--- config.mk ---
export PLATFORM = sky130hd
export DESIGN_NAME = shift_list_insert_delete_unit
export DESIGN_NICKNAME = d
export VERILOG_FILES = /design/src/hw/rtl/slid_pkg.sv /design/src/hw/rtl/slid_cell.sv /design/src/hw/rtl/shift_list_insert_delete_unit.sv
export SDC_FILE = /design/constraint.sdc
export NUM_CORES = 1
export LEC_CHECK = 0
export ABC_CLOCK_PERIOD_IN_PS = 16500
export BUFFER_PORTS_ARGS = -buffer_cell sky130_fd_sc_hd__buf_4
export CORE_AREA = 2 2 297 299
export CTS_BUF_LIST = sky130_fd_sc_hd__clkbuf_4
export DETAILED_ROUTE_END_ITERATION = 10
export DIE_AREA = 0 0 299 301
export HOLD_SLACK_MARGIN = 0.02
export SLEW_MARGIN = 5
export SYNTH_ARGS = -nofsm -noshare
export SYNTH_HDL_FRONTEND = slang
export SYNTH_SLANG_ARGS = --single-unit
--- constraint.sdc ---
create_clock -name clk -period 16.5 [get_ports clk]
set_input_delay 3.3 -clock clk [delete_from_list [all_inputs] [get_ports clk]]
set_output_delay 3.3 -clock clk [all_outputs]
set_load 0.1 [all_outputs]
--- src/hw/rtl/slid_pkg.sv ---
// Shared constants and types for the shift list insert/delete unit.
`timescale 1ns / 1ps

package slid_pkg;

  localparam int DEPTH  = 16;
  localparam int IDX_W  = $clog2(DEPTH);
  localparam int CNT_W  = 5;
  localparam int DATA_W = 32;

  localparam logic [1:0] KIND_APPEND = 2'd0;
  localparam logic [1:0] KIND_INSERT = 2'd1;
  localparam logic [1:0] KIND_DELETE = 2'd2;

  localparam logic [1:0] ST_DONE  = 2'd0;
  localparam logic [1:0] ST_FULL  = 2'd1;
  localparam logic [1:0] ST_RANGE = 2'd2;

  localparam logic [1:0] SH_NOP = 2'd0;
  localparam logic [1:0] SH_INS = 2'd1;
  localparam logic [1:0] SH_DEL = 2'd2;

  typedef struct packed {
    logic [1:0]        op;
    logic [IDX_W-1:0]  pos;
    logic [DATA_W-1:0] val;
  } shift_cmd_t;

endpackage

--- src/hw/rtl/slid_cell.sv ---
// One list cell: holds one word and takes it from a neighbor or the request.
`timescale 1ns / 1ps

module slid_cell
  import slid_pkg::*;
(
  input  logic              clk,
  input  shift_cmd_t        cmd,
  input  logic [IDX_W-1:0]  idx,
  input  logic [DATA_W-1:0] left_data,
  input  logic [DATA_W-1:0] right_data,
  output logic [DATA_W-1:0] data_q
);

  logic [DATA_W-1:0] data_r;
  logic [DATA_W-1:0] data_nxt;

  always_comb begin
    data_nxt = data_r;
    case (cmd.op)
      SH_INS: begin
        if (idx == cmd.pos) begin
          data_nxt = cmd.val;
        end else if (idx > cmd.pos) begin
          data_nxt = left_data;
        end
      end
      SH_DEL: begin
        if (idx >= cmd.pos) begin
          data_nxt = right_data;
        end
      end
      default: data_nxt = data_r;
    endcase
  end

  always_ff @(posedge clk) begin
    data_r <= data_nxt;
  end

  assign data_q = data_r;

endmodule

--- src/hw/rtl/shift_list_insert_delete_unit.sv ---
// Top level of the shift list insert/delete unit: request decode, cell row, result register.
//
// Channel  Direction  Handshake              Contents
// in       slave      in_tvalid/in_tready    tuser: kind; tdata: position, value
// out      master     out_tvalid/out_tready  tdata: status, removed_value, count
// cfg      slave      cfg_valid/cfg_ready    capacity
//
// Each request is decoded and applied to every cell of the row as it is accepted.
// Its result appears in the output register on the following cycle.
// A new transaction is taken whenever the output register is empty or is
// being emptied, so the unit sustains one request per cycle.
// Reset clears the count and sets capacity to the built depth; cell contents
// stay undefined until written.
`timescale 1ns / 1ps

module shift_list_insert_delete_unit
  import slid_pkg::*;
(
  input  logic        clk,
  input  logic        rst_n,
  input  logic        in_tvalid,
  output logic        in_tready,
  input  logic [1:0]  in_tuser,   // kind[1:0]
  input  logic [39:0] in_tdata,   // position[3:0], value[35:4], zero[39:36]
  output logic        out_tvalid,
  input  logic        out_tready,
  output logic [39:0] out_tdata,  // status[1:0], removed_value[33:2], count[38:34], zero[39]
  input  logic        cfg_valid,
  output logic        cfg_ready,
  input  logic [4:0]  cfg_data    // capacity[4:0]
);

  localparam logic [CNT_W-1:0] DEPTH_C = CNT_W'(DEPTH);

  logic [CNT_W-1:0]  count_r;
  logic [CNT_W-1:0]  count_nxt;
  logic [CNT_W-1:0]  cap_r;
  logic              out_valid_r;
  logic [1:0]        status_r;
  logic [1:0]        status_nxt;
  logic [DATA_W-1:0] removed_r;
  logic [DATA_W-1:0] removed_nxt;
  logic [CNT_W-1:0]  out_count_r;
  logic [CNT_W-1:0]  lim;
  logic [CNT_W-1:0]  pos_ext;
  logic [3:0]        in_pos;
  logic [DATA_W-1:0] in_val;
  logic              in_fire;
  shift_cmd_t        cmd;
  logic [DATA_W-1:0] cell_q [DEPTH];

  assign in_pos    = in_tdata[3:0];
  assign in_val    = in_tdata[35:4];
  assign pos_ext   = CNT_W'(in_pos);
  assign in_tready = !out_valid_r || out_tready;
  assign in_fire   = in_tvalid && in_tready;
  assign cfg_ready = 1'b1;
  assign lim       = (cap_r < DEPTH_C) ? cap_r : DEPTH_C;

  always_comb begin
    status_nxt  = ST_DONE;
    removed_nxt = '0;
    count_nxt   = count_r;
    cmd.op      = SH_NOP;
    cmd.pos     = IDX_W'(in_pos);
    cmd.val     = in_val;
    case (in_tuser)
      KIND_APPEND: begin
        if (count_r < lim) begin
          cmd.op    = SH_INS;
          cmd.pos   = count_r[IDX_W-1:0];
          count_nxt = count_r + 1'b1;
        end else begin
          status_nxt = ST_FULL;
        end
      end
      KIND_INSERT: begin
        if (pos_ext > count_r) begin
          status_nxt = ST_RANGE;
        end else if (count_r >= lim) begin
          status_nxt = ST_FULL;
        end else begin
          cmd.op    = SH_INS;
          count_nxt = count_r + 1'b1;
        end
      end
      KIND_DELETE: begin
        if (pos_ext >= count_r || pos_ext >= DEPTH_C) begin
          status_nxt = ST_RANGE;
        end else begin
          cmd.op      = SH_DEL;
          removed_nxt = cell_q[IDX_W'(in_pos)];
          count_nxt   = count_r - 1'b1;
        end
      end
      default: status_nxt = ST_DONE;
    endcase
    if (!in_fire) begin
      cmd.op = SH_NOP;
    end
  end

  for (genvar i = 0; i < DEPTH; i++) begin : g_cell
    logic [DATA_W-1:0] left_d;
    logic [DATA_W-1:0] right_d;
    if (i == 0) begin : g_first
      assign left_d = '0;
    end else begin : g_left
      assign left_d = cell_q[i-1];
    end
    if (i == DEPTH - 1) begin : g_last
      assign right_d = cell_q[i];
    end else begin : g_right
      assign right_d = cell_q[i+1];
    end
    slid_cell u_cell (
      .clk        (clk),
      .cmd        (cmd),
      .idx        (IDX_W'(i)),
      .left_data  (left_d),
      .right_data (right_d),
      .data_q     (cell_q[i])
    );
  end

  always_ff @(posedge clk) begin
    if (!rst_n) begin
      count_r     <= '0;
      cap_r       <= DEPTH_C;
      out_valid_r <= 1'b0;
    end else begin
      if (cfg_valid && cfg_ready) begin
        cap_r <= cfg_data;
      end
      if (in_fire) begin
        count_r     <= count_nxt;
        out_valid_r <= 1'b1;
      end else if (out_tready) begin
        out_valid_r <= 1'b0;
      end
    end
  end

  always_ff @(posedge clk) begin
    if (in_fire) begin
      status_r    <= status_nxt;
      removed_r   <= removed_nxt;
      out_count_r <= count_nxt;
    end
  end

  assign out_tvalid = out_valid_r;
  assign out_tdata  = {1'b0, out_count_r, removed_r, status_r};

  a_count_bound : assert property (@(posedge clk) disable iff (!rst_n)
    count_r <= DEPTH_C)
    else $error("entry count exceeds depth");

  a_out_count : assert property (@(posedge clk) disable iff (!rst_n)
    out_valid_r |-> out_count_r == count_r)
    else $error("reported count differs from held count");

  a_removed_done : assert property (@(posedge clk) disable iff (!rst_n)
    (out_valid_r && removed_r != '0) |-> status_r == ST_DONE)
    else $error("removed value on a rejected request");

  a_reject_hold : assert property (@(posedge clk) disable iff (!rst_n)
    (in_fire && status_nxt != ST_DONE) |=> $stable(count_r))
    else $error("rejected request changed the count");

endmodule

**Word level (Yosys, flattened, before mapping)**

Cells that the tools add are included.

- Bits in registers: 562
- Latch bits: 0
- RAM bits: 0
- ROM bits: 0
- Output and inout bits: 43
- Logic and storage cells: 224
- Memories kept: 0

- Add/subtract/negate cells: 2
- $mul: 0
- Divide/modulo/power cells: 0
- Magnitude comparators: 38
- Equality and inequality tests: 49
- Shift operators: 0
- Muxes and demuxes: 85
- Bitwise logic cells: 2
- Reductions and logical operators: 26

Operator list:

| cell | count |
|---|---|
| $mux 32 | 49 |
| $pmux 32 s2 | 15 |
| $bmux 32 s4 | 1 |
| $ne 3x1->1 const B | 15 |
| $reduce_and 3->1 | 15 |
| $eq 4x4->1 const A | 8 |
| $gt 4x4->1 const A | 8 |
| $mux 5 | 6 |
| $ne 2x1->1 const B | 15 |
| $ge 4x4->1 const A | 7 |
| $eq 3x4->1 const A | 4 |
| $ge 3x4->1 const A | 4 |
| $gt 3x4->1 const A | 4 |
| $pmux 5 s3 | 1 |
| $pmux 2 s3 | 2 |
| $mux 2 | 5 |
| $eq 2x4->1 const A | 2 |
| $ge 1x4->1 const A | 2 |
| $ge 2x4->1 const A | 2 |
| $gt 1x4->1 const A | 2 |
| $gt 2x4->1 const A | 2 |
| $reduce_bool 2->1 | 3 |
| $add 5x1->5 const B | 1 |
| $ge 4x5->1 | 1 |
| other kinds (21) | 28 |

**Depth between registers and ports, before layout**

- Depth after elaboration: 10
- Mapped depth: 17
- Mapped depth without buffers: 13

**Modules after synthesis**

From an unflattened synthesis, not the netlist that was laid out.

- Cells, all modules: 2,883
- Area, all modules: 34,590.7 um^2

Modules (own cells, without submodules):

| module | instances | cells an instance | area an instance (um^2) |
|---|---|---|---|
| slid_cell | 16 | 153 | 1,754.2 |
| shift_list_insert_delete_unit | 1 | 435 | 6,523.8 |

**Worst setup path before layout**

Ideal clock, no wire load.

- Path kind: input-to-reg
- Start point: input port out_tready
- End point: register g_cell[1].u_cell.data_r[0], enable pin
- Setup time: 0.432 ns
- Data arrival time: 8.358 ns
- Data required time: 16.068 ns
- Slack: 7.710 ns
- Cell stages on the path: 8
- Buffers on the path: 0
- Cell sequence: nand2b_1 > nand2_1 > inv_1 > nand2_1 > ha_1 > or2_2 > a31o_2 > a21oi_1

- Word-level cells in the longest chain between the ends: 6

RTL lines:

| element | RTL line | text |
|---|---|---|
| from (decl) | shift_list_insert_delete_unit.sv:26 | `input logic out_tready,` |
| $logic_or 1x1->1 * | shift_list_insert_delete_unit.sv:55 | `assign in_tready = !out_valid_r \|\| out_tready;` |
| $logic_and 1x1->1 * | shift_list_insert_delete_unit.sv:56 | `assign in_fire = in_tvalid && in_tready;` |
| net in_fire | shift_list_insert_delete_unit.sv:48 | `logic in_fire;` |
| $mux 2 * | shift_list_insert_delete_unit.sv:98 | `if (!in_fire) begin` |
| $eq 2x1->1 / $eq 2x2->1 (equally long branches) | slid_cell.sv:20 | `case (cmd.op)` |
| $ne 3x1->1 (no source line) (tied with other cells) | n/a |  |
| $reduce_and 3->1 (no source line) * | n/a |  |
| to (signal assigned) | slid_cell.sv:38 | `data_r <= data_nxt;` |
| to (decl) | slid_cell.sv:15 | `logic [DATA_W-1:0] data_r;` |

Mark *: on every way through the listed nets, which the timed path passes. The rest lies on a longest branch.
A chain may end at the register's enable or synchronous reset.

**Worst setup path after layout**

- Start point: input port in_tdata[2]
- End point: register g_cell[5].u_cell.data_r[6] (data pin)

- Word-level cells in the longest chain between the ends: 7

RTL lines:

| element | RTL line | text |
|---|---|---|
| from (decl) | shift_list_insert_delete_unit.sv:24 | `input logic [39:0] in_tdata,` |
| $ge 4x5->1 | shift_list_insert_delete_unit.sv:88 | `if (pos_ext >= count_r \|\| pos_ext >= DEPTH_C) begin` |
| $logic_or 1x1->1 | shift_list_insert_delete_unit.sv:88 |  |
| $mux 2 | shift_list_insert_delete_unit.sv:88 |  |
| $pmux 2 s3 | shift_list_insert_delete_unit.sv:67 | `case (in_tuser)` |
| $mux 2 | shift_list_insert_delete_unit.sv:98 |  |
| $eq 2x2->1 / $eq 2x1->1 (equally long branches) | slid_cell.sv:20 |  |
| $pmux 32 s2 * | slid_cell.sv:20 |  |
| net g_cell[5].u_cell.data_nxt[6] | slid_cell.sv:16 | `logic [DATA_W-1:0] data_nxt;` |
| to (signal assigned) | slid_cell.sv:38 |  |
| to (decl) | slid_cell.sv:15 |  |

Marked as above.

==> impl_metrics.xml <==
<?xml version="1.0" encoding="UTF-8"?>
<metrics>
  <group name="run_status">
    <metric name="outcome" unit="">complete, no violations</metric>
  </group>
  <group name="clock_tree">
    <metric name="clock-root-buffer" unit="">sky130_fd_sc_hd__clkbuf_4</metric>
    <metric name="clock_tree_from_tritoncts" unit="">built</metric>
    <metric name="cts-htree-levels" unit="">4</metric>
    <metric name="cells_resized_by_post_cts_repair" unit="">0</metric>
    <metric name="cts_buf_count" unit="">153</metric>
    <metric name="cts_hold_repair.buffers" unit="">0</metric>
    <metric name="cts.clk_slew.worst_paths" unit="ns">0.06</metric>
    <metric name="ctsLongestPathBuffers" unit="">3</metric>
    <metric name="cts_post_setup_buffers_inserted" unit="">0</metric>
    <metric name="clock_insertion_delay_at_the_later_pin_of_the_skew_report" unit="ns">1.04</metric>
    <metric name="clock_sink_count" unit="">562</metric>
  </group>
  <group name="global_routing">
    <metric name="grt-ovfl-total" unit="">0</metric>
    <metric name="grt_usage" unit="">0.218</metric>
    <metric name="grt_first_pass_wirelength" unit="um">147000</metric>
    <metric name="first_global_vias" unit="">23000</metric>
    <metric name="grt_start_max_net_pins" unit="">234</metric>
    <metric name="antenna_violations_before_repair" unit="">3</metric>
  </group>
  <group name="setup_path">
    <metric name="timing.critical_path.slowest_cell_delay" unit="ns">1.04</metric>
    <metric name="crit_family" unit="">buffers and inverters</metric>
    <metric name="timing.setup.critical_path_class" unit="">input port to register</metric>
    <metric name="worstPathRequired" unit="ns">17.18</metric>
    <metric name="cp_common_cell" unit="">sky130_fd_sc_hd__buf_4</metric>
    <metric name="worst_setup_path_start_kind" unit="">input port</metric>
    <metric name="worstSetupEndpointType" unit="">register</metric>
    <metric name="worst_ep_arrival_time" unit="ns">10.04</metric>
    <metric name="crit_slowest_cell" unit="">sky130_fd_sc_hd__buf_4</metric>
    <metric name="critPathBufInv" unit="">5</metric>
    <metric name="critical_path.cell_chain" unit="">buf_4, ha_1, a21oi_1, or2_2, a21boi_1, o31a_1, nor2_1, inv_1, ha_4, buf_4, buf_4, buf_4, o21ai_0</metric>
    <metric name="crit_path_max_fanout" unit="">137</metric>
  </group>
  <group name="drt">
    <metric name="detailroute.via_count" unit="">23300</metric>
    <metric name="viasPerCell" unit="">5.80</metric>
    <metric name="detail_route.drc_violations" unit="">0</metric>
    <metric name="drtIter0Drc" unit="">2518</metric>
    <metric name="detail_route.wl_per_cell" unit="um">24.7</metric>
    <metric name="routed_wl" unit="um">99300</metric>
    <metric name="antenna_violating_nets_post_route" unit="">0</metric>
    <metric name="number_of_search_and_repair_iterations_in_the_first_detailed_routing_pass" unit="">6</metric>
  </group>
  <group name="logic_synthesis">
    <metric name="synth_nets" unit="">2794</metric>
    <metric name="synthDominantCellAreaShare" unit="">0.506</metric>
    <metric name="synth_edf_count" unit="">551</metric>
    <metric name="netlist.top_cell.by_area" unit="">sky130_fd_sc_hd__edfxtp_1</metric>
    <metric name="synth_most_common_cell" unit="">sky130_fd_sc_hd__edfxtp_1</metric>
    <metric name="synth.top_cells.by_area" unit="">sky130_fd_sc_hd__edfxtp_1, sky130_fd_sc_hd__mux2i_1, sky130_fd_sc_hd__mux4_2</metric>
    <metric name="post_synthesis_cell_type_count" unit="">64</metric>
    <metric name="yosysWarningCount" unit="">0</metric>
    <metric name="synth.ff_latch_count" unit="">562</metric>
    <metric name="async_reset_ff_frac" unit="">0</metric>
    <metric name="synthCells" unit="">2729</metric>
    <metric name="synth.cells.most_frequent" unit="">sky130_fd_sc_hd__edfxtp_1, sky130_fd_sc_hd__nand2_1, sky130_fd_sc_hd__mux2i_1, sky130_fd_sc_hd__o21ai_0, sky130_fd_sc_hd__o21ai_1</metric>
    <metric name="post_synth_instance_area" unit="um2">32700</metric>
    <metric name="dominantRegCellSynth" unit="">sky130_fd_sc_hd__edfxtp_1</metric>
    <metric name="yosysSeqAreaShare" unit="">0.513</metric>
    <metric name="syn_avg_cell_area" unit="um2">12.0</metric>
  </group>
  <group name="finish">
    <metric name="postLayoutCoreUtil" unit="">0.417</metric>
    <metric name="post_route_cells_drive_above_1_share" unit="">0.201</metric>
    <metric name="syn2layout_area_growth" unit="%">10.3</metric>
    <metric name="nNetsFinal" unit="">2827</metric>
  </group>
  <group name="timing">
    <metric name="max_slew_headroom_at_the_worst_pin" unit="">0.198</metric>
    <metric name="timing.final.crit_period" unit="ns">9.36</metric>
    <metric name="hold_slack" unit="ns">0.498</metric>
    <metric name="hold_viol_final" unit="">0</metric>
    <metric name="final_critical_path_setup_slack" unit="ns">7.14</metric>
    <metric name="timing_limited_maximum_frequency" unit="MHz">107</metric>
    <metric name="finClkSkew" unit="ns">0.0604</metric>
    <metric name="finalMaxSlewViolations" unit="">0</metric>
    <metric name="fin_crit_sh" unit="">0.567</metric>
    <metric name="worst_pin_slew" unit="ns">1.20</metric>
    <metric name="rsz0062_at_grt" unit="">no</metric>
    <metric name="setup-tns-final" unit="ns">0</metric>
    <metric name="setup_viol" unit="">0</metric>
  </group>
  <group name="floorplan">
    <metric name="floorplan.die.width" unit="um">299</metric>
    <metric name="design.die.area" unit="um2">90000</metric>
    <metric name="fp.coreArea" unit="um2">86500</metric>
    <metric name="num_io_pins" unit="">95</metric>
    <metric name="placement_rows" unit="">108</metric>
    <metric name="die_boundary_height" unit="um">301</metric>
    <metric name="floorplan.initialDensity" unit="">0.378</metric>
  </group>
  <group name="placed_design">
    <metric name="preCtsSetupSlack" unit="ns">6.44</metric>
    <metric name="routabilityCongestion" unit="">0.799</metric>
    <metric name="port-buffer-count" unit="">88</metric>
    <metric name="detailed_placement_hpwl" unit="um">53700</metric>
  </group>
  <group name="power">
    <metric name="power.density_cell_area" unit="nW/um2">103</metric>
    <metric name="total_power" unit="mW">3.72</metric>
    <metric name="p_leak" unit="nW">12.0</metric>
    <metric name="power.ir.vdd_worst" unit="mV">0.0607</metric>
  </group>
  <group name="run">
    <metric name="number_of_violations_of_the_max_capacitance_limit" unit="">0</metric>
  </group>
  <group name="hold_path">
    <metric name="hold_class" unit="">register to register</metric>
  </group>
</metrics>
-- registers in the layout, summed over array words and instances, names as in the netlist --
name                  cells
out_tvalid                1
cap_r                     5
status_r                  2
out_count_r               5
g_cell.u_cell.data_q    512
count_r                   5
removed_r                32
-- logic make-up after synthesis --
| logic type | count (synthesis) | synth area share |
|---|---|---|
| AO/OA/AOI/OAI | 563 | 0.0950 |
| XOR/XNOR | 3 | 0.000804 |
| adder cells (fa/ha/maj) | 13 | 0.00498 |
| buffers and inverters | 272 | 0.0417 |
| flip-flops | 562 | 0.513 |
| multiplexers | 645 | 0.260 |
| other | 2 | 0.000230 |
| AND/OR/NAND/NOR | 669 | 0.0837 |
-- worst reg2reg max path, stage by stage, from the launching register on --
cell and delay [ns]:
sky130_fd_sc_hd__dfxtp_1 0.66, sky130_fd_sc_hd__clkinv_1 0.49, sky130_fd_sc_hd__ha_1 0.45, sky130_fd_sc_hd__nand2b_1 0.11, sky130_fd_sc_hd__a211o_1 0.32, sky130_fd_sc_hd__a21boi_1 0.48
sky130_fd_sc_hd__o31a_1 0.32, sky130_fd_sc_hd__nor2_1 0.10, sky130_fd_sc_hd__inv_1 0.10, sky130_fd_sc_hd__ha_4 0.77, sky130_fd_sc_hd__buf_4 1.01, sky130_fd_sc_hd__buf_4 1.13
sky130_fd_sc_hd__buf_4 1.00, sky130_fd_sc_hd__o21ai_0 0.33
-- metrics by stage --
step	area, um2	std cells
2_1_floorplan	32700	2729
3_3_place_gp	34100	3762
3_5_place_dp	34100	3762
4_1_cts	36000	4022
5_1_grt	36100	4023
6_report	36100	4023
-- layout make-up --
type / instances / area [um2]
Antenna cell: 1 / 2.50
Tap cell: 1155 / 1450
Sequential cell: 562 / 16800
Multi-Input combinational cell: 1895 / 14800
Clock inverter: 43 / 365
Inverter: 19 / 71.3
Timing Repair Buffer: 131 / 1010
Clock buffer: 217 / 1630
Fill cell: 8083 / 50400
-- worst paths after layout --
path	from	endpoint	slack, ns	cells past startpoint
setup / recovery	in_tdata[2]	g_cell[5].u_cell.data_q[6]	7.14	13
hold / removal	cap_r[0]	cap_r[0]	0.50	2
setup reg to reg	count_r[1]	g_cell[5].u_cell.data_q[6]	8.92	13
hold reg to reg	cap_r[0]	cap_r[0]	0.50	2
-- power by group --
| group | total (mW) | internal, mW | switching (mW) |
|---|---|---|---|
| sequential | 1.80 | 1.72 | 0.0734 |
| clock | 1.33 | 0.701 | 0.631 |
| combinational | 0.594 | 0.206 | 0.389 |
-- cells in the final DEF (no fill, tap or decap), types with 4 or more instances in the layout --
| cell | count |
|---|---|
| sky130_fd_sc_hd__a21oi_1 | 13 |
| sky130_fd_sc_hd__a21oi_4 | 6 |
| sky130_fd_sc_hd__a31o_4 | 4 |
| sky130_fd_sc_hd__a31oi_1 | 5 |
| sky130_fd_sc_hd__and2_1 | 34 |
| sky130_fd_sc_hd__buf_4 | 128 |
| sky130_fd_sc_hd__bufinv_16 | 6 |
| sky130_fd_sc_hd__clkbuf_4 | 217 |
| sky130_fd_sc_hd__clkinv_1 | 21 |
| sky130_fd_sc_hd__clkinv_2 | 8 |
| sky130_fd_sc_hd__dfxtp_1 | 11 |
| sky130_fd_sc_hd__edfxtp_1 | 551 |
| sky130_fd_sc_hd__ha_1 | 11 |
| sky130_fd_sc_hd__inv_1 | 15 |
| sky130_fd_sc_hd__inv_2 | 4 |
| sky130_fd_sc_hd__mux2_1 | 30 |
| sky130_fd_sc_hd__mux2i_1 | 452 |
| sky130_fd_sc_hd__mux4_2 | 160 |
| sky130_fd_sc_hd__nand2_1 | 544 |
| sky130_fd_sc_hd__nand2b_1 | 6 |
| sky130_fd_sc_hd__nand3_1 | 12 |
| sky130_fd_sc_hd__nand4_1 | 6 |
| sky130_fd_sc_hd__nor2_1 | 25 |
| sky130_fd_sc_hd__nor2_4 | 7 |
| sky130_fd_sc_hd__nor3_1 | 10 |
| sky130_fd_sc_hd__nor4_1 | 9 |
| sky130_fd_sc_hd__o211ai_1 | 6 |
| sky130_fd_sc_hd__o21ai_0 | 270 |
| sky130_fd_sc_hd__o21ai_1 | 221 |
| sky130_fd_sc_hd__o31ai_1 | 5 |
-- routing by layer --
metal	wire, um	GRT usage
met5	23	0
met1	39400	0.274
met4	3830	0.0962
met2	48900	0.364
met3	7120	0.0429
Power figures use the tool's default switching activity.
